**src/hdl/tprl_pkg.sv**
```systemverilog
`timescale 1ns / 1ps
`default_nettype none

package tprl_pkg;

  localparam int CHANNELS       = 8;
  localparam int CHAN_BITS      = 3;
  localparam int SAMPLE_BITS    = 24;
  localparam int COEF_BITS      = 24;
  localparam int COEF_FRAC_BITS = 20;

  localparam int PROD_BITS  = SAMPLE_BITS + COEF_BITS;
  localparam int ACC_BITS   = PROD_BITS + 2;
  localparam int SHIFT_BITS = ACC_BITS - COEF_FRAC_BITS;

  localparam int CFG_DATA_BITS = 32;
  localparam int CFG_ADDR_BITS = 4;
  localparam int REG_IDX_BITS  = CFG_ADDR_BITS - 2;

  typedef logic signed [SAMPLE_BITS-1:0] sample_t;
  typedef logic signed [COEF_BITS-1:0]   coef_t;
  typedef logic [CHAN_BITS-1:0]          chan_t;
  typedef logic [REG_IDX_BITS-1:0]       reg_idx_t;

  typedef enum logic {
    OP_FILTER = 1'b0,
    OP_CLEAR  = 1'b1
  } op_t;

  // history word of one channel
  typedef struct packed {
    sample_t y2;
    sample_t y1;
  } hist_t;

  // history write port
  typedef struct packed {
    logic  en;
    chan_t ch;
    hist_t data;
  } hist_wr_t;

  typedef struct packed {
    coef_t a;
    coef_t b;
    coef_t c;
  } coefs_t;

  localparam reg_idx_t REG_COEF_A = REG_IDX_BITS'(0);
  localparam reg_idx_t REG_COEF_B = REG_IDX_BITS'(1);
  localparam reg_idx_t REG_COEF_C = REG_IDX_BITS'(2);

  localparam coef_t COEF_A_RESET = '0;
  localparam coef_t COEF_B_RESET = '0;
  localparam coef_t COEF_C_RESET = coef_t'(1 << COEF_FRAC_BITS);

  localparam sample_t SAMPLE_MAX = {1'b0, {(SAMPLE_BITS-1){1'b1}}};
  localparam sample_t SAMPLE_MIN = {1'b1, {(SAMPLE_BITS-1){1'b0}}};

  localparam logic signed [ACC_BITS-1:0] ACC_ROUND =
    ACC_BITS'(1) << (COEF_FRAC_BITS - 1);

  function automatic logic chan_ok(chan_t ch);
    return {1'b0, ch} < (CHAN_BITS+1)'(CHANNELS);
  endfunction

endpackage

`default_nettype wire

```
**src/hdl/tprl_cfg_regs.sv**
```systemverilog
`timescale 1ns / 1ps
`default_nettype none

module tprl_cfg_regs (
  input  wire logic                                 clk,
  input  wire logic                                 rst_n,
  input  wire logic                                 psel,
  input  wire logic                                 penable,
  input  wire logic                                 pwrite,
  input  wire logic [tprl_pkg::CFG_ADDR_BITS-1:0]   paddr,
  input  wire logic [tprl_pkg::CFG_DATA_BITS-1:0]   pwdata,
  output logic      [tprl_pkg::CFG_DATA_BITS-1:0]   prdata,
  output logic                                      pready,
  output tprl_pkg::coefs_t                          coefs
);

  localparam int EXT_BITS = tprl_pkg::CFG_DATA_BITS - tprl_pkg::COEF_BITS;

  tprl_pkg::coefs_t   coefs_r, coefs_nxt;
  tprl_pkg::reg_idx_t reg_idx;
  tprl_pkg::coef_t    wdata;
  tprl_pkg::coef_t    rd_coef;
  logic               wr_en;

  assign pready  = 1'b1;
  assign reg_idx = paddr[tprl_pkg::CFG_ADDR_BITS-1:2];
  assign wdata   = tprl_pkg::coef_t'(pwdata[tprl_pkg::COEF_BITS-1:0]);
  assign wr_en   = psel && penable && pwrite;
  assign coefs   = coefs_r;

  always_comb begin
    coefs_nxt = coefs_r;
    if (wr_en) begin
      case (reg_idx)
        tprl_pkg::REG_COEF_A: coefs_nxt.a = wdata;
        tprl_pkg::REG_COEF_B: coefs_nxt.b = wdata;
        tprl_pkg::REG_COEF_C: coefs_nxt.c = wdata;
        default: ;  // unmapped: dropped
      endcase
    end
  end

  always_ff @(posedge clk) begin
    if (!rst_n) begin
      coefs_r.a <= tprl_pkg::COEF_A_RESET;
      coefs_r.b <= tprl_pkg::COEF_B_RESET;
      coefs_r.c <= tprl_pkg::COEF_C_RESET;
    end else begin
      coefs_r <= coefs_nxt;
    end
  end

  always_comb begin
    case (reg_idx)
      tprl_pkg::REG_COEF_A: rd_coef = coefs_r.a;
      tprl_pkg::REG_COEF_B: rd_coef = coefs_r.b;
      tprl_pkg::REG_COEF_C: rd_coef = coefs_r.c;
      default:              rd_coef = '0;
    endcase
  end

  assign prdata = {{EXT_BITS{rd_coef[tprl_pkg::COEF_BITS-1]}}, rd_coef};

endmodule

`default_nettype wire

```
**config.mk**
```make
export PLATFORM = sky130hd
export DESIGN_NAME = tprl_cfg_regs
export DESIGN_NICKNAME = d
export VERILOG_FILES = /design/src/hdl/tprl_pkg.sv /design/src/hdl/tprl_cfg_regs.sv
export SDC_FILE = /design/constraint.sdc
export NUM_CORES = 1
export LEC_CHECK = 0
export BUFFER_PORTS_ARGS = -buffer_cell sky130_fd_sc_hd__clkbuf_2
export CAP_MARGIN = 15
export CELL_PAD_IN_SITES_DETAIL_PLACEMENT = 0
export CELL_PAD_IN_SITES_GLOBAL_PLACEMENT = 1
export CORE_MARGIN = 2
export CORE_UTILIZATION = 37
export DETAILED_ROUTE_END_ITERATION = 8
export GPL_TIMING_DRIVEN = 0
export PLACE_DENSITY_LB_ADDON = 0.3
export RECOVER_POWER = 100
export SETUP_SLACK_MARGIN = 0.1
export SLEW_MARGIN = 10
export SYNTH_ARGS = -nofsm -noshare
export SYNTH_HDL_FRONTEND = slang
export SYNTH_SLANG_ARGS = --single-unit
```
**constraint.sdc**
```tcl
create_clock -name clk -period 3.1 [get_ports clk]
set_clock_uncertainty 0.1 [all_clocks]
set_input_delay 0.62 -clock clk [delete_from_list [all_inputs] [get_ports clk]]
set_output_delay 0.62 -clock clk [all_outputs]
set_load 0.03 [all_outputs]
```
==> results of run 1 <==
## critical path, delay by kind of cell
kind,cells,cell delay (ns)
AOI/OAI and AO/OA,1,0.68
muxes,1,0.12
buffers and inverters,3,0.69
## layout make-up
type | instances | area (um^2)
sequential | 72 | 1440
clock buffer | 11 | 151
multi-input combinational | 246 | 1570
fill | 918 | 4460
clock inverter | 5 | 103
buffer | 37 | 238
tap | 108 | 135
inverter | 1 | 3.75
timing repair buffer | 132 | 532
## layout by cell type (no fill, tap or decap), types with 2 or more instances in the layout
cell / Yosys / final
buf_12: 2 / 2
clkbuf_1: 12 / 123
buf_4: 11 / 10
clkbuf_2: 0 / 29
o21ai_0: 24 / 24
bufinv_16: 0 / 3
buf_2: 7 / 2
nand2_1: 119 / 119
mux2i_1: 95 / 95
clkbuf_8: 0 / 11
dfxtp_1: 72 / 72
buf_6: 3 / 2
## per-layer routing
metal  vias to the layer above  part of all wire
li1                       1460                 -
met1                      1428              0.44
met2                        83              0.49
met3                         9             0.055
met4                         0             0.012
met5                         -                 0
## cells in the mapped netlist
master    instances
buf_1             1
o21ai_0          24
nor2b_2           1
buf_6             3
nor3b_1           1
conb_1            1
inv_1             1
mux2i_1          95
dfxtp_1          72
and2_4            1
buf_4            11
nand3b_1          1
buf_8             1
and3_1            1
nand2_1         119
buf_12            2
o211ai_1          1
nand3_1           1
buf_2             7
clkbuf_1         12
## through the flow
step	util	setup slack (ns)
2_1_floorplan	-	0.467
6_report	0.484	0.265
3_5_place_dp	0.471	0.337
4_1_cts	0.501	0.337
3_3_place_gp	0.471	0.333
5_1_grt	0.484	0.114
## power breakdown
group	leakage, nW	internal, mW	switching, mW
combinational	1.00	0.0566	0.126
clock	0.126	0.577	0.353
sequential	0.581	0.936	0.00997
total	1.71	1.57	0.489
## worst paths after layout
| path | startpoint | endpoint | slack (ns) | cells past startpoint |
|---|---|---|---|---|
| setup / recovery | paddr[2] | prdata[26] | 0.26 | 5 |
| hold / removal | coefs[60] | coefs[60] | 0.38 | 2 |
| setup reg to reg | coefs[6] | coefs[6] | 2.33 | 2 |
| hold reg to reg | coefs[60] | coefs[60] | 0.38 | 2 |
## kinds of logic after synthesis
group                  after synthesis  share of synthesized area
AO/OA/AOI/OAI                       25                     0.0390
multiplexers                        95                      0.291
other                                1                    0.00115
AND/OR/NAND/NOR                    125                      0.150
flip-flops                          72                      0.440
buffers and inverters               38                     0.0791
==> flow_summary.json, run 1 <==
{
  "drc": 0,
  "final_nets": 540,
  "path_max_fanout": 9,
  "critPathMaxStageDelay_ns": 0.68,
  "grt_first_pass_wirelength_um": 14600,
  "yosys.area.top_type": "dfxtp_1",
  "setup_tns_ns": 0,
  "viasPerCell": 4.87,
  "die_x_um": 98.1,
  "report.final.hold_viol_count": 0,
  "met2_usage": 0.340,
  "relSlewSlack": 0.416,
  "routabilityCongestion": 0.768,
  "port-buffer-count": 132,
  "crit_top_cell": "buf_4",
  "synthTopCellsByArea": "dfxtp_1 44%, mux2i_1 29%, nand2_1 14%",
  "cts_tree": "done",
  "clock.fmax_ghz": 0.353,
  "timing.final.crit_share": 0.915,
  "synth_cell_types": 20,
  "power_leakage_nw": 1.71,
  "dieHeight_um": 98.1,
  "rsz0062_at_grt": "no",
  "crit_slowest_cell": "o21ai_0",
  "synth_area_um2": 3270,
  "antenna_found_initial": 0,
  "critPathKind": "in -> out",
  "hold_ws_ns": 0.375,
  "fin_crit_ns": 2.84,
  "min_path_type": "reg -> reg",
  "grt_max_degree": 13,
  "core_area_um2": 8640,
  "grt_overflow": 0,
  "layout-drive-gt1-share": 0.127,
  "synth_nets": 397,
  "start_util": 0.379,
  "groute.usage.overall": 0.194,
  "drt-pass1-iter-count": 4,
  "ir_worst_vdd_uv": 335,
  "setup_viol": 0,
  "wl_um": 9560,
  "row_count": 34,
  "largest_reg_flops": 72,
  "worst_pin_slew_ns": 0.867,
  "use_met3": 0.0465,
  "cp.arrival_ns": 2.12,
  "synth_warnings": 0,
  "clk_path_buf_depth": 2,
  "clkTransAtPathRegs_ns": 0.07,
  "htree_levels": 3,
  "outcome": "finished clean",
  "postSynthAreaPerCell_um2": 9.19,
  "layout.cells.non_filler": 612,
  "endpoint_kind": "primary output",
  "wl_per_cell_um": 15.6,
  "finalPower_mw": 2.06,
  "cts_sinks": 72,
  "setup.worst_path.start_class": "primary input",
  "power_density_nw_per_um2": 493,
  "dp_cells": 596,
  "synth_seq_area_share": 0.440,
  "ys_ff_latch": 72,
  "post_cts_resized": 0,
  "dp_hpwl_um": 6860,
  "grt_pass1_vias": 2875,
  "postCtsSetupRepairBufs": 0,
  "cts_made_buffers": 9,
  "use_met1": 0.234,
  "ios": 146,
  "worst_ep_required_time_ns": 2.38,
  "cts_hold_buf": 0,
  "drt.antenna.violating_nets": 0,
  "busiest_layer": "met2",
  "path_cells": "buf_4 > mux2i_1 > o21ai_0 > buf_4 > clkbuf_1",
  "insertedDiodeCount": 0,
  "syn_inst": 356,
  "clk_latency_ns": 0.34,
  "yosysTopAreaCellShare": 0.440,
  "placed_area_um2": 4070,
  "slew_violations": 0,
  "final_cell_area_um2": 4180,
  "root_buffer": "clkbuf_8",
  "drv_cap": 0,
  "syn_to_final_growth_pct": 27.6,
  "die-area_um2": 9610,
  "first_iter_violations": 72,
  "vias": 2980
}
Note: power is estimated with default switching activity, not from simulation.
==> run 2, diff against run 1 <==
RECOVER_POWER = default   (was 100)
==> flow_summary.json, run 2 (synthesis gave the netlist of run 1 again) <==
{
  "worst_pin_slew_ns": 0.651,
  "wl_met3_um": 461,
  "drt.antenna.violating_nets": 0,
  "rsz0062_at_grt": "no",
  "endpoint_kind": "primary output",
  "cts_tree": "done",
  "topRoutingLayerUsed": "met4",
  "drc": 0,
  "grt_max_degree": 13,
  "wl_met1_um": 4240,
  "dieHeight_um": 98.1,
  "setup_viol": 0,
  "drv_cap": 0,
  "ir_worst_vdd_uv": 335,
  "final_cell_mix": "132 x clkbuf_2, 119 x nand2_1, 95 x mux2i_1, 72 x dfxtp_1, 23 x o21ai_0",
  "vias": 2942,
  "ios": 146,
  "fin_crit_ns": 2.74,
  "groute.usage.overall": 0.194,
  "path_max_fanout": 10,
  "critPathMaxStageDelay_ns": 0.43,
  "min_path_type": "reg -> reg",
  "cts_sinks": 72,
  "htree_levels": 3,
  "outcome": "finished clean",
  "antenna_found_initial": 0,
  "syn_to_final_growth_pct": 32.1,
  "dp_slack_ns": 0.337,
  "worst_ep_required_time_ns": 2.38,
  "clock.fmax_ghz": 0.366,
  "cp.arrival_ns": 2.02,
  "root_buffer": "clkbuf_8",
  "setup_tns_ns": 0,
  "port-buffer-count": 132,
  "start_util": 0.379,
  "cts_hold_buf": 0,
  "slew_violations": 0,
  "wl_per_cell_um": 15.5,
  "fill_cells": 858,
  "report.final.hold_viol_count": 0,
  "cts_made_buffers": 9,
  "relSlewSlack": 0.566,
  "row_count": 34,
  "wl_um": 9490,
  "critPathKind": "in -> out",
  "power_leakage_nw": 2.09,
  "layout-drive-gt1-share": 0.345,
  "crit_top_cell": "clkbuf_2",
  "routabilityCongestion": 0.768,
  "crit_slowest_cell": "clkbuf_1",
  "insertedDiodeCount": 0,
  "die_x_um": 98.1,
  "post_cts_resized": 0,
  "clk_latency_ns": 0.34,
  "postCtsSetupRepairBufs": 0,
  "timing.critical_path.buf_inv": 4,
  "timing.final.crit_share": 0.882,
  "final_cell_area_um2": 4320,
  "core_area_um2": 8640,
  "viasPerCell": 4.81,
  "path_cells": "clkbuf_2 > nor2b_2 > buf_6 > clkbuf_1 > nand2_1 > o21ai_0 > clkbuf_2",
  "power_density_nw_per_um2": 478,
  "first_iter_violations": 68,
  "drt-pass1-iter-count": 4,
  "dp_hpwl_um": 6860,
  "clk_path_buf_depth": 2,
  "wl_met2_um": 4670,
  "final_common_cell": "clkbuf_2",
  "die-area_um2": 9610,
  "grt_overflow": 0,
  "clkTransAtPathRegs_ns": 0.07,
  "path_delay_family": "buffers and inverters",
  "largest_reg_flops": 72,
  "placed_area_um2": 4070,
  "setup_ws_ns": 0.365,
  "final_nets": 540,
  "grt_pass1_vias": 2875,
  "setup.worst_path.start_class": "primary input",
  "grt_first_pass_wirelength_um": 14600
}
[run 2: layout make-up]
| cell class | count | area (um^2) | area share |
|---|---|---|---|
| well taps | 108 | 135 | 0.0313 |
| clock inverters | 5 | 103 | 0.0237 |
| multi-input cells | 246 | 1570 | 0.364 |
| repair buffers | 132 | 661 | 0.153 |
| plain buffers | 37 | 255 | 0.0590 |
| clock buffers | 11 | 151 | 0.0350 |
| flip-flops and latches | 72 | 1440 | 0.333 |
| inverters | 1 | 3.75 | 0.000868 |
[run 2: worst min-delay path, cell delays in order (launching register included)]
cell and delay (ns):
dfxtp_1 0.32, nand2_1 0.06, mux2i_1 0.05
[run 2: stage by stage]
stage	cells	utilization	power [mW]	hold slack, ns
2_1_floorplan	356	-	1.09	0.493
3_3_place_gp	596	0.471	1.15	0.357
3_5_place_dp	596	0.471	1.16	0.367
4_1_cts	612	0.501	2.08	0.378
5_1_grt	612	0.501	2.13	0.399
6_report	612	0.501	2.06	0.378
[run 2: routing by layer]
layer,global-route usage,vias up
li1,-,1454
met1,0.234,1402
met2,0.340,77
met3,0.0465,9
met4,0.0630,0
met5,0,-
[run 2: final timing paths]
path / from / end / slack [ns] / cells after the start
setup / recovery: paddr[3] / prdata[8] / 0.36 / 7
hold / removal: coefs[55] / coefs[55] / 0.38 / 2
setup reg to reg: coefs[6] / coefs[6] / 2.33 / 2
hold reg to reg: coefs[55] / coefs[55] / 0.38 / 2
[run 2: power breakdown]
part | internal (mW) | leakage (nW) | switching [mW]
combinational | 0.0617 | 1.38 | 0.126
sequential | 0.936 | 0.581 | 0.0101
clock | 0.577 | 0.126 | 0.353
total | 1.58 | 2.09 | 0.490
