$ cat src/hdl/tprl_pkg.sv
`timescale 1ns / 1ps
`default_nettype none

package tprl_pkg;

  localparam int CHANNELS       = 8;
  localparam int CHAN_BITS      = 3;
  localparam int SAMPLE_BITS    = 24;
  localparam int COEF_BITS      = 24;
  localparam int COEF_FRAC_BITS = 20;

  localparam int PROD_BITS  = SAMPLE_BITS + COEF_BITS;
  localparam int ACC_BITS   = PROD_BITS + 2;
  localparam int SHIFT_BITS = ACC_BITS - COEF_FRAC_BITS;

  localparam int CFG_DATA_BITS = 32;
  localparam int CFG_ADDR_BITS = 4;
  localparam int REG_IDX_BITS  = CFG_ADDR_BITS - 2;

  typedef logic signed [SAMPLE_BITS-1:0] sample_t;
  typedef logic signed [COEF_BITS-1:0]   coef_t;
  typedef logic [CHAN_BITS-1:0]          chan_t;
  typedef logic [REG_IDX_BITS-1:0]       reg_idx_t;

  typedef enum logic {
    OP_FILTER = 1'b0,
    OP_CLEAR  = 1'b1
  } op_t;

  // history word of one channel
  typedef struct packed {
    sample_t y2;
    sample_t y1;
  } hist_t;

  // history write port
  typedef struct packed {
    logic  en;
    chan_t ch;
    hist_t data;
  } hist_wr_t;

  typedef struct packed {
    coef_t a;
    coef_t b;
    coef_t c;
  } coefs_t;

  localparam reg_idx_t REG_COEF_A = REG_IDX_BITS'(0);
  localparam reg_idx_t REG_COEF_B = REG_IDX_BITS'(1);
  localparam reg_idx_t REG_COEF_C = REG_IDX_BITS'(2);

  localparam coef_t COEF_A_RESET = '0;
  localparam coef_t COEF_B_RESET = '0;
  localparam coef_t COEF_C_RESET = coef_t'(1 << COEF_FRAC_BITS);

  localparam sample_t SAMPLE_MAX = {1'b0, {(SAMPLE_BITS-1){1'b1}}};
  localparam sample_t SAMPLE_MIN = {1'b1, {(SAMPLE_BITS-1){1'b0}}};

  localparam logic signed [ACC_BITS-1:0] ACC_ROUND =
    ACC_BITS'(1) << (COEF_FRAC_BITS - 1);

  function automatic logic chan_ok(chan_t ch);
    return {1'b0, ch} < (CHAN_BITS+1)'(CHANNELS);
  endfunction

endpackage

`default_nettype wire

$ cat src/hdl/tprl_hist_mem.sv
`timescale 1ns / 1ps
`default_nettype none

module tprl_hist_mem (
  input  wire logic              clk,
  input  wire logic              rst_n,
  input  wire logic              rd_en,     // new beat enters the read stage
  input  wire tprl_pkg::chan_t   rd_ch,
  input  wire tprl_pkg::chan_t   hold_ch,   // channel of the beat sitting in read stage
  input  wire tprl_pkg::hist_wr_t wr,
  output tprl_pkg::hist_t        rd_hist
);

  tprl_pkg::hist_t                   mem [tprl_pkg::CHANNELS];
  logic [tprl_pkg::CHANNELS-1:0]     valid_r, valid_nxt;
  tprl_pkg::hist_t                   hist_r;

  always_ff @(posedge clk) begin
    if (wr.en) begin
      mem[wr.ch] <= wr.data;
    end
  end

  // entry never written reads as zero history
  always_comb begin
    valid_nxt = valid_r;
    if (wr.en) begin
      valid_nxt[wr.ch] = 1'b1;
    end
  end

  always_ff @(posedge clk) begin
    if (!rst_n) begin
      valid_r <= '0;
    end else begin
      valid_r <= valid_nxt;
    end
  end

  // read port; a write landing on the same entry is bypassed, and a write
  // to the held beat's channel refreshes the held word
  always_ff @(posedge clk) begin
    if (rd_en) begin
      if (wr.en && (wr.ch == rd_ch)) begin
        hist_r <= wr.data;
      end else if (valid_r[rd_ch]) begin
        hist_r <= mem[rd_ch];
      end else begin
        hist_r <= '0;
      end
    end else if (wr.en && (wr.ch == hold_ch)) begin
      hist_r <= wr.data;
    end
  end

  assign rd_hist = hist_r;

endmodule

`default_nettype wire

$ cat config.mk
export PLATFORM = sky130hd
export DESIGN_NAME = tprl_hist_mem
export DESIGN_NICKNAME = d
export VERILOG_FILES = /design/src/hdl/tprl_pkg.sv /design/src/hdl/tprl_hist_mem.sv
export SDC_FILE = /design/constraint.sdc
export NUM_CORES = 1
export LEC_CHECK = 0
export ABC_AREA = 0
export ABC_CLOCK_PERIOD_IN_PS = 4080
export BUFFER_PORTS_ARGS = -buffer_cell sky130_fd_sc_hd__clkbuf_2
export CAP_MARGIN = 20
export CORE_ASPECT_RATIO = 1.4
export CORE_UTILIZATION = 30
export CTS_BUF_LIST = sky130_fd_sc_hd__clkbuf_16
export CTS_CLUSTER_DIAMETER = 150
export DETAILED_ROUTE_END_ITERATION = 10
export GPL_ROUTABILITY_DRIVEN = 0
export PLACE_DENSITY = 0.54
export SKIP_LAST_GASP = 1
export SLEW_MARGIN = 20
export SYNTH_ARGS = -nofsm -noshare
export SYNTH_HDL_FRONTEND = slang
export SYNTH_SLANG_ARGS = --single-unit
$ cat constraint.sdc
create_clock -name clk -period 4.08 [get_ports clk]
set_input_delay 0 -clock clk [delete_from_list [all_inputs] [get_ports clk]]
set_output_delay 0 -clock clk [all_outputs]
set_load 0.005 [all_outputs]
==> results.sh, run 1 <==
export IMPL_status="complete, no violations"
export IMPL_finalInstanceArea_um2=19910
export IMPL_arrival_ns=2.39
export IMPL_finalMaxSlewViolations=0
export IMPL_floorplan_initialDensity=0.3030
export IMPL_n_fill_cell=5079
export IMPL_clkLatencyLatePin_ns=0.55
export IMPL_fin_crit_sh=0.5253
export IMPL_port_buffers=108
export IMPL_antenna_cells_inserted=0
export IMPL_globalRouteTotalUtil=0.1307
export IMPL_maxCapViolations=0
export IMPL_syn_area_um2=16740
export IMPL_rsz0062_at_grt="false"
export IMPL_tritoncts_buffer_count=40
export IMPL_regToRegSetupSlack_ns=1.94
export IMPL_vdd_ir_drop_max_mv=0.2201
export IMPL_max_freq_ghz=0.4666
export IMPL_met1Wirelength_um=15070
export IMPL_chipHeight_um=281.5
export IMPL_clkSinkCount=440
export IMPL_synth_yosys_warnings=0
export IMPL_dpl_instance_area_um2=18170
export IMPL_finalHoldViolCount=0
export IMPL_syn_instance_count=755
export IMPL_mean_number_of_vias_per_cell=4.652
export IMPL_worst_clock_skew_ns=0.02365
export IMPL_grt_start_max_net_pins=97
export IMPL_wl_per_cell_um=21.72
export IMPL_routed_wl_met3_um=1256
export IMPL_clk_transition_reported_paths_ns=0.07
export IMPL_root_buffer="sky130_fd_sc_hd__clkbuf_16"
export IMPL_initialDrtViolationCount=623
export IMPL_final_layout_size_suffix_gt1_frac=0.3135
export IMPL_row_count=102
export IMPL_max_clock_path_buffers=3
export IMPL_critical_path_max_fanout=48
export IMPL_antenna_violations_before_repair=4
export IMPL_final_antenna_net_count=0
export IMPL_die_area_um2=56770
export IMPL_static_leakage_power_nw=6.644
export IMPL_tritoncts="done"
export IMPL_finalNetCount=988
export IMPL_slowest_stage="sky130_fd_sc_hd__or2_4"
export IMPL_yosysUniqueCellTypes=22
export IMPL_mostFrequentLayoutCell="sky130_fd_sc_hd__edfxtp_1"
export IMPL_top_signal_layer_used="met5"
export IMPL_cp_data_required_time_ns=4.33
export IMPL_globalRouteOverflowTotal=0
export IMPL_hpwlAfterDp_um=19110
export IMPL_grt_pass1_vias=8489
export IMPL_met2RoutedLength_um=19410
export IMPL_postSynthNetCount=816
export IMPL_i_o_pin_total=109
export IMPL_r2r_start="valid_r[5]"
export IMPL_route_final_wire_length_um=36600
export IMPL_yosysSeqAreaShare=0.7843
export IMPL_worst_case_reg_to_reg_path_depth=4
export IMPL_layout_common_cells="sky130_fd_sc_hd__edfxtp_1, sky130_fd_sc_hd__clkbuf_2, sky130_fd_sc_hd__mux4_2"
export IMPL_worst_pin_slew_ns=1.004
export IMPL_first_pass_grt_wire_length_um=54730
export IMPL_fin_crit_ns=2.143
export IMPL_hold_worst_slack_ns=0.08282
export IMPL_area_growth_synth_to_final_pct=18.88
export IMPL_worstHoldEndpoint="mem[7][18]"
export IMPL_critical_path_max_stage_delay_ns=0.73
export IMPL_htree_num_levels=2
export IMPL_post_synth_cell_area_avg_um2=22.18
export IMPL_timing_setup_tns_ns=0
export IMPL_num_vias=7839
export IMPL_regToRegEndpoint="rd_hist[41]"
export IMPL_timing_slew_headroom=0.3291
export IMPL_finalSetupViolCount=0
export IMPL_number_of_stages_on_the_worst_hold_path=3
export IMPL_timing_setup_critical_path_class="reg -> reg"
export IMPL_cp_start_kind="flop"
export IMPL_critical_path_endpoint_type="flop"
export IMPL_hold_path_startpoint="wr[49]"
export IMPL_detailedRoute_firstPassIterationCount=6
export IMPL_post_cts_setup_buffers=0
export IMPL_yosys_register_bits=440
export IMPL_detail_route_drc_violations=0
export IMPL_multi_input_area_um2=3440
export IMPL_hold_path_class="in -> reg"
export IMPL_fp_coreArea_um2=55260
export IMPL_power_per_cell_area_nw_per_um2=472.3
export IMPL_regArea_um2=13130
export IMPL_critical_path_cell_chain="mux4_2 > mux2i_1 > or2_4 > o21ai_1"
export IMPL_die_width_um=201.7
==> final cells by class <==
class / count / share of cell area
inverters: 1 / 0.0001886
clock inverters: 30 / 0.009806
multi-input cells: 273 / 0.1728
clock buffers: 42 / 0.05280
flip-flops and latches: 440 / 0.6598
repair buffers: 171 / 0.05890
well taps: 728 / 0.04576
==> per-layer routing <==
layer | track usage | vias to the layer above
li1 | - | 3465
met1 | 0.1546 | 4165
met2 | 0.2420 | 142
met3 | 0.02046 | 59
met4 | 0.04079 | 8
met5 | 0 | -
==> critical path: cells and delay by family (launching register included) <==
family          cells  cell delay, ns
flops               1            0.30
simple gates        1            0.73
mux                 2            0.61
compound gates      1            0.18
==> cells in the mapped netlist <==
master / count / area share
sky130_fd_sc_hd__clkbuf_1: 8 / 0.0018
sky130_fd_sc_hd__a41o_1: 1 / 0.00060
sky130_fd_sc_hd__edfxtp_1: 432 / 0.77
sky130_fd_sc_hd__or2_1: 1 / 0.00037
sky130_fd_sc_hd__buf_2: 15 / 0.0045
sky130_fd_sc_hd__o21ai_1: 38 / 0.011
sky130_fd_sc_hd__o21a_1: 8 / 0.0036
sky130_fd_sc_hd__buf_6: 5 / 0.0034
sky130_fd_sc_hd__dfxtp_1: 8 / 0.0096
sky130_fd_sc_hd__nand2_1: 50 / 0.011
sky130_fd_sc_hd__nor2_1: 6 / 0.0013
sky130_fd_sc_hd__mux2i_1: 49 / 0.029
sky130_fd_sc_hd__xnor2_1: 3 / 0.0016
sky130_fd_sc_hd__nor3_1: 2 / 0.00060
sky130_fd_sc_hd__o21ai_2: 10 / 0.0052
sky130_fd_sc_hd__xor2_1: 3 / 0.0016
sky130_fd_sc_hd__o41ai_4: 1 / 0.0016
sky130_fd_sc_hd__inv_1: 1 / 0.00022
sky130_fd_sc_hd__mux4_2: 98 / 0.13
sky130_fd_sc_hd__nand2b_1: 3 / 0.0011
sky130_fd_sc_hd__buf_4: 7 / 0.0031
sky130_fd_sc_hd__buf_1: 6 / 0.0013
==> cell families (layout without fill, tap and decap cells) <==
group | count (synthesis) | in the layout | share of synthesized area
buffers and inverters | 42 | 244 | 0.01435
xor gates and xnor gates | 6 | 6 | 0.003139
muxes | 147 | 147 | 0.1611
DFF | 440 | 440 | 0.7843
and+or+nand+nor | 62 | 62 | 0.01465
AOI/OAI and AO/OA | 58 | 58 | 0.02242
==> power breakdown <==
group,total (mW),switching (mW),leakage (nW),internal [mW]
Combinational,0.585,0.328,1.94,0.257
Clock,3.61,1.62,0.661,2.00
Sequential,5.20,0.0517,4.04,5.15
Total,9.40,2.00,6.64,7.41
==> metrics by stage <==
step	power (mW)	worst slack (ns)	cells	utilization
4_1_cts	9.526	1.895	1685	0.3602
3_3_place_gp	5.854	1.781	1564	0.3288
2_1_floorplan	5.611	0.04362	755	-
6_report	9.402	1.937	1685	0.3602
5_1_grt	9.713	1.820	1685	0.3602
3_5_place_dp	5.868	1.755	1564	0.3288
==> timing repair <==
action	4_1_cts	5_1_grt
setup endpoints to repair	0	0
hold buffers	49	0
endpoints found under the hold margin	440	0
resized for setup	0	0
==> state kept, by name, summed over array words and instances, names as in the netlist <==
signal / count
valid_r: 8
mem: 384
rd_hist: 48
==> how the worst max path moves through the flow <==
stage,startpoint,to,slack [ns]
floorplan,wr[50],mem[0][0],0.04
global placement,rd_ch[1],rd_hist[25],1.78
detailed placement,rd_ch[1],rd_hist[40],1.75
CTS,valid_r[5],rd_hist[15],1.90
global route,valid_r[5],rd_hist[45],1.82
finish,valid_r[5],rd_hist[41],1.94
No activity file was read; power rests on OpenSTA's default activity.
==> inputs of run 2 (changes only) <==
--- a/config.mk
+++ b/config.mk
@@ -6,7 +6,7 @@
 export NUM_CORES = 1
 export LEC_CHECK = 0
 export ABC_AREA = 0
-export ABC_CLOCK_PERIOD_IN_PS = 4080
+export ABC_CLOCK_PERIOD_IN_PS = 2200
 export BUFFER_PORTS_ARGS = -buffer_cell sky130_fd_sc_hd__clkbuf_2
 export CAP_MARGIN = 20
 export CORE_ASPECT_RATIO = 1.4
@@ -15,7 +15,7 @@
 export CTS_CLUSTER_DIAMETER = 150
 export DETAILED_ROUTE_END_ITERATION = 10
 export GPL_ROUTABILITY_DRIVEN = 0
-export PLACE_DENSITY = 0.54
+export PLACE_DENSITY = 0.52
 export SKIP_LAST_GASP = 1
 export SLEW_MARGIN = 20
 export SYNTH_ARGS = -nofsm -noshare
==> constraint.sdc (replaced) <==
create_clock -name clk -period 2.2 [get_ports clk]
set_input_delay 0 -clock clk [delete_from_list [all_inputs] [get_ports clk]]
set_output_delay 0 -clock clk [all_outputs]
set_load 0.005 [all_outputs]
==> results.sh, run 2 (synthesis gave the netlist of run 1 again) <==
export IMPL_i_o_pin_total=109
export IMPL_hold_path_class="in -> reg"
export IMPL_worst_clock_skew_ns=0.01127
export IMPL_row_count=102
export IMPL_slowest_stage="sky130_fd_sc_hd__mux4_2"
export IMPL_finalHoldViolCount=0
export IMPL_tritoncts="done"
export IMPL_regArea_um2=13130
export IMPL_wl_per_cell_um=21.75
export IMPL_timing_setup_tns_ns=0
export IMPL_num_vias=7879
export IMPL_max_freq_ghz=0.5371
export IMPL_fp_coreArea_um2=55260
export IMPL_die_width_um=201.7
export IMPL_static_leakage_power_nw=6.855
export IMPL_mostFrequentLayoutCell="sky130_fd_sc_hd__edfxtp_1"
export IMPL_tritoncts_buffer_count=41
export IMPL_chipHeight_um=281.5
export IMPL_area_growth_synth_to_final_pct=21.83
export IMPL_dp_cells=1583
export IMPL_comb_power_share=0.064
export IMPL_cp_data_required_time_ns=2.49
export IMPL_vdd_ir_drop_max_mv=0.4723
export IMPL_worst_pin_slew_ns=0.5141
export IMPL_max_clock_path_buffers=3
export IMPL_finalSetupViolCount=0
export IMPL_die_area_um2=56770
export IMPL_power_per_cell_area_nw_per_um2=882.8
export IMPL_hold_worst_slack_ns=0.08281
export IMPL_detail_route_drc_violations=0
export IMPL_clkSinkCount=440
export IMPL_finalNetCount=1008
export IMPL_first_pass_grt_wire_length_um=55780
export IMPL_cell_count_final_fillers_out=1707
export IMPL_post_cts_resized=0
export IMPL_clk_transition_reported_paths_ns=0.07
export IMPL_final_layout_size_suffix_gt1_frac=0.3241
export IMPL_grt_pass1_vias=8621
export IMPL_critical_path_max_fanout=13
export IMPL_mean_number_of_vias_per_cell=4.616
export IMPL_multi_input_area_um2=3452
export IMPL_net_switching_fraction_of_the_power=0.2056
export IMPL_antenna_violations_before_repair=4
export IMPL_n_fill_cell=5042
export IMPL_netSwitchingPower_mw=3.702
export IMPL_hpwlAfterDp_um=21120
export IMPL_grt_start_max_net_pins=53
export IMPL_rsz0062_at_grt="false"
export IMPL_cts_hold_buf=49
export IMPL_port_buffers=108
export IMPL_globalRouteTotalUtil=0.1334
export IMPL_largest_reg_flops=384
export IMPL_critical_path_endpoint_type="flop"
export IMPL_final_antenna_net_count=0
export IMPL_globalRouteOverflowTotal=0
export IMPL_power_internal_mw=14.31
export IMPL_fin_crit_ns=1.862
export IMPL_sequentialPowerShare=0.535
export IMPL_clkLatencyLatePin_ns=0.54
export IMPL_route_final_wire_length_um=37130
export IMPL_cp_start_kind="flop"
export IMPL_maxCapViolations=0
export IMPL_critical_path_cell_chain="mux4_2 > mux2i_1 > or2_4 > buf_4 > o21ai_1"
export IMPL_layout_common_cells="sky130_fd_sc_hd__edfxtp_1, sky130_fd_sc_hd__clkbuf_2, sky130_fd_sc_hd__mux4_2"
export IMPL_fin_crit_sh=0.8463
export IMPL_initialDrtViolationCount=465
export IMPL_detailedRoute_firstPassIterationCount=4
export IMPL_status="complete, no violations"
export IMPL_post_cts_setup_buffers=0
export IMPL_largest_register="mem"
export IMPL_arrival_ns=2.15
export IMPL_timing_slew_headroom=0.6573
export IMPL_post_layout_total_power_mw=18.01
export IMPL_critical_path_max_stage_delay_ns=0.46
export IMPL_root_buffer="sky130_fd_sc_hd__clkbuf_16"
export IMPL_finalMaxSlewViolations=0
export IMPL_crit_path_setup_slack_layout_ns=0.3381
export IMPL_share_clk_of_total_power=0.401
export IMPL_floorplan_initialDensity=0.3030
export IMPL_timing_setup_critical_path_class="reg -> reg"
export IMPL_placement_setup_worst_slack_ns=0.2737
export IMPL_htree_num_levels=2
==> run 2: cell count changes in the layout (fill, tap and decap cells not counted), sizes merged <==
cell      delta
clkinv       -5
clkinvlp     +2
diode        +1
buf         +19
bufinv       +4
clkbuf       +1
==> run 2: area by class of cell <==
cell class | count | share of cell area
Inverter | 1 | 0.0001840
Timing Repair Buffer | 190 | 0.07489
Clock inverter | 31 | 0.01435
Antenna cell | 1 | 0.0001227
Multi-Input combinational cell | 273 | 0.1692
Clock buffer | 43 | 0.05275
Sequential cell | 440 | 0.6438
Tap cell | 728 | 0.04465
==> run 2: per-stage QoR <==
stage               cell area [um2]    util
finish                        20400  0.3691
global route                  20400  0.3691
CTS                           20400  0.3691
detailed placement            18540  0.3354
global placement              18540  0.3354
floorplan                     16760       -
==> run 2: critical path: cells and delay by family (launching register included) <==
kind / cells / cell delay [ns]
flip-flops: 1 / 0.31
buffers and inverters: 1 / 0.25
AND/OR/NAND/NOR: 1 / 0.33
AO/OA/AOI/OAI: 1 / 0.09
multiplexers: 2 / 0.63
==> run 2: worst paths after layout <==
check             start  slack [ns]  cells past startpoint     endpoint
max reg2reg  valid_r[5]        0.34                      5   rd_hist[2]
min reg2reg  valid_r[3]        0.47                      1   valid_r[3]
max          valid_r[5]        0.34                      5   rd_hist[2]
min               rd_en        0.08                      2  rd_hist[23]
==> run 2: routing by layer <==
layer | vias to the layer above | share of wire | global-route usage
li1 | 3515 | - | -
met1 | 4160 | 0.41 | 0.1627
met2 | 148 | 0.53 | 0.2409
met3 | 50 | 0.033 | 0.02034
met4 | 6 | 0.023 | 0.04351
met5 | - | 0.0010 | 0
==> run 2: power by group through the flow <==
stage / Clock [mW] / Combinational [mW] / Sequential [mW]
after floorplan: 0 / 0.604 / 9.80
final: 7.22 / 1.15 / 9.64
after global routing: 7.68 / 1.26 / 9.66
after CTS: 7.39 / 1.19 / 9.65
after detailed placement: 0 / 1.11 / 9.82
after global placement: 0 / 1.09 / 9.82
==> inputs of run 3 (changes only) <==
--- a/config.mk
+++ b/config.mk
@@ -5,8 +5,8 @@
 export SDC_FILE = /design/constraint.sdc
 export NUM_CORES = 1
 export LEC_CHECK = 0
-export ABC_AREA = 0
-export ABC_CLOCK_PERIOD_IN_PS = 2200
+export ABC_AREA = 1
+export ABC_CLOCK_PERIOD_IN_PS = 1600
 export BUFFER_PORTS_ARGS = -buffer_cell sky130_fd_sc_hd__clkbuf_2
 export CAP_MARGIN = 20
 export CORE_ASPECT_RATIO = 1.4
@@ -15,7 +15,7 @@
 export CTS_CLUSTER_DIAMETER = 150
 export DETAILED_ROUTE_END_ITERATION = 10
 export GPL_ROUTABILITY_DRIVEN = 0
-export PLACE_DENSITY = 0.52
+export PLACE_DENSITY = 0.54
 export SKIP_LAST_GASP = 1
 export SLEW_MARGIN = 20
 export SYNTH_ARGS = -nofsm -noshare
==> constraint.sdc (replaced) <==
create_clock -name clk -period 1.6 [get_ports clk]
set_input_delay 0 -clock clk [delete_from_list [all_inputs] [get_ports clk]]
set_output_delay 0 -clock clk [all_outputs]
set_load 0.005 [all_outputs]
==> results.sh, run 3 <==
export IMPL_synth_async_reset_ratio=0
export IMPL_die_width_um=216.3
export IMPL_grt_start_max_net_pins=65
export IMPL_post_synth_cell_area_avg_um2=9.844
export IMPL_postSynthNetCount=2021
export IMPL_worst_case_reg_to_reg_path_depth=10
export IMPL_detail_route_drc_violations=0
export IMPL_mostFrequentLayoutCell="sky130_fd_sc_hd__nand2_1"
export IMPL_root_buffer="sky130_fd_sc_hd__clkbuf_16"
export IMPL_clk_transition_reported_paths_ns=0.06
export IMPL_synth_yosys_warnings=0
export IMPL_final_antenna_net_count=0
export IMPL_hold_path_class="in -> reg"
export IMPL_cell_count_final_fillers_out=2996
export IMPL_critical_path_endpoint_type="flop"
export IMPL_static_leakage_power_nw=10.51
export IMPL_floorplan_initialDensity=0.3043
export IMPL_maxCapViolations=0
export IMPL_syn_area_um2=19290
export IMPL_largest_register="mem"
export IMPL_synth_top_area_frac=0.6723
export IMPL_fp_coreArea_um2=63420
export IMPL_status="complete, no violations"
export IMPL_fin_crit_sh=0.8676
export IMPL_first_pass_grt_wire_length_um=75110
export IMPL_i_o_pin_total=109
export IMPL_num_vias=13250
export IMPL_vdd_ir_drop_max_mv=0.7303
export IMPL_final_layout_size_suffix_gt1_frac=0.1105
export IMPL_post_layout_total_power_mw=25.18
export IMPL_max_freq_ghz=0.7204
export IMPL_max_clock_path_buffers=3
export IMPL_tritoncts="done"
export IMPL_syn_instance_count=1960
export IMPL_critical_path_max_fanout=9
export IMPL_yosys_register_bits=440
export IMPL_route_final_wire_length_um=49080
export IMPL_rsz0062_at_grt="false"
export IMPL_clkSinkCount=440
export IMPL_finalSetupViolCount=0
export IMPL_cts_hold_buf=49
export IMPL_timing_setup_critical_path_class="reg -> reg"
export IMPL_finalHoldViolCount=0
export IMPL_fin_crit_ns=1.388
export IMPL_die_area_um2=65350
export IMPL_htree_num_levels=2
export IMPL_arrival_ns=1.69
export IMPL_yosysSeqAreaShare=0.6806
export IMPL_hpwlAfterDp_um=28270
export IMPL_synth_top_cells_by_count="sky130_fd_sc_hd__nand2_1, sky130_fd_sc_hd__edfxtp_1, sky130_fd_sc_hd__inv_1"
export IMPL_dpl_instance_area_um2=21280
export IMPL_worst_pin_slew_ns=0.5724
export IMPL_port_buffers=108
export IMPL_detailedRoute_firstPassIterationCount=5
export IMPL_dp_cells=2867
export IMPL_timing_slew_headroom=0.6184
export IMPL_post_cts_resized=0
export IMPL_regToRegEndpoint="rd_hist[41]"
export IMPL_number_of_stages_on_the_worst_hold_path=4
export IMPL_antenna_violations_before_repair=1
export IMPL_yosysUniqueCellTypes=19
export IMPL_area_growth_synth_to_final_pct=19.84
export IMPL_grt_pass1_vias=13010
export IMPL_r2r_start="valid_r[1]"
export IMPL_post_cts_setup_buffers=0
export IMPL_power_per_cell_area_nw_per_um2=1089
export IMPL_globalRouteTotalUtil=0.1498
export IMPL_finalMaxSlewViolations=0
export IMPL_post_synth_edffs=432
export IMPL_clkLatencyLatePin_ns=0.56
export IMPL_globalRouteOverflowTotal=0
export IMPL_initialDrtViolationCount=796
export IMPL_synth_most_common_cell="sky130_fd_sc_hd__nand2_1"
export IMPL_finalNetCount=2190
export IMPL_placement_setup_worst_slack_ns=0.1037
export IMPL_hold_path_startpoint="rd_en"
export IMPL_synth_ff_type="sky130_fd_sc_hd__edfxtp_1"
export IMPL_regToRegSetupSlack_ns=0.21
export IMPL_mean_number_of_vias_per_cell=4.423
export IMPL_worstHoldEndpoint="rd_hist[16]"
export IMPL_wl_per_cell_um=16.38
export IMPL_cp_data_required_time_ns=1.90
export IMPL_chipHeight_um=302.1
export IMPL_cp_startpoint="valid_r[1]"
export IMPL_cp_start_kind="flop"
export IMPL_finalInstanceArea_um2=23120
export IMPL_ys_top_cells_by_area="sky130_fd_sc_hd__edfxtp_1, sky130_fd_sc_hd__nand2_1, sky130_fd_sc_hd__inv_1"
export IMPL_crit_path_setup_slack_layout_ns=0.2119
export IMPL_tritoncts_buffer_count=43
export IMPL_row_count=109
export IMPL_worst_clock_skew_ns=0.01796
export IMPL_hold_worst_slack_ns=0.07593
export IMPL_synth_largest_area_cell="sky130_fd_sc_hd__edfxtp_1"
export IMPL_largest_reg_flops=384
export IMPL_layout_common_cells="sky130_fd_sc_hd__nand2_1, sky130_fd_sc_hd__edfxtp_1, sky130_fd_sc_hd__inv_1"
[run 3: cell count changes after synthesis, moves of 25 or more]
cell / before / now
sky130_fd_sc_hd__buf_2: 15 / 58
sky130_fd_sc_hd__inv_1: 1 / 399
sky130_fd_sc_hd__mux2i_1: 49 / 0
sky130_fd_sc_hd__mux4_2: 98 / 0
sky130_fd_sc_hd__nand2_1: 50 / 746
sky130_fd_sc_hd__nand3_1: 0 / 243
sky130_fd_sc_hd__nor2_1: 6 / 31
sky130_fd_sc_hd__o21ai_1: 38 / 1
[run 3: layer usage]
metal | routed length, um | vias to the layer above | GRT usage | part of all wire
met5 | 0 | - | 0 | 0
met1 | 20760 | 6369 | 0.1838 | 0.42
met4 | 1199 | 0 | 0.04997 | 0.024
li1 | - | 6456 | - | -
met3 | 2426 | 84 | 0.02222 | 0.049
met2 | 24690 | 341 | 0.2681 | 0.50
[run 3: worst max path at each step]
| stage | cells after the start | to | slack, ns |
|---|---|---|---|
| finish | 10 | rd_hist[41] | 0.21 |
| global route | 10 | rd_hist[38] | 0.09 |
| CTS | 10 | rd_hist[41] | 0.20 |
| detailed placement | 9 | rd_hist[23] | 0.10 |
| global placement | 9 | rd_hist[23] | 0.12 |
| floorplan | 4 | mem[6][0] | -0.30 |
[run 3: per-stage QoR]
stage | utilization | TNS (ns)
2_1_floorplan | - | -84.41
3_3_place_gp | 0.3356 | 0
3_5_place_dp | 0.3356 | 0
4_1_cts | 0.3646 | 0
5_1_grt | 0.3646 | 0
6_report | 0.3646 | 0
[run 3: report_power, final]
part           switching (mW)  internal [mW]  leakage [nW]  total [mW]
sequential              0.134           13.1          4.05        13.3
clock                    4.34           5.41         0.704        9.75
combinational            1.42          0.735          5.75        2.15
[run 3: worst max-delay path, stage by stage, from the launching register on]
cell and delay (ns):
sky130_fd_sc_hd__dfxtp_1 0.31, sky130_fd_sc_hd__inv_1 0.05, sky130_fd_sc_hd__nand2_1 0.05, sky130_fd_sc_hd__nand3_1 0.08, sky130_fd_sc_hd__nand2_1 0.06, sky130_fd_sc_hd__nand2_1 0.07
sky130_fd_sc_hd__nand2_2 0.08, sky130_fd_sc_hd__buf_4 0.17, sky130_fd_sc_hd__buf_12 0.14, sky130_fd_sc_hd__nand3_1 0.06, sky130_fd_sc_hd__nand2_1 0.06
[run 3: kinds of logic after synthesis]
family / after synthesis / share of synthesized area
AOI/OAI and AO/OA: 5 / 0.002205
buffers and inverters: 494 / 0.1027
DFF: 440 / 0.6806
and+or+nand+nor: 1021 / 0.2145
[run 3: area by class of cell]
cell class / instances / area (um2)
diodes: 1 / 2.502
clock buffers: 43 / 1076
clock inverters: 36 / 271.5
fillers: 6225 / 40290
inverters: 404 / 1524
multi-input cells: 1026 / 4255
flip-flops and latches: 440 / 13130
well taps: 832 / 1041
repair buffers: 214 / 1821
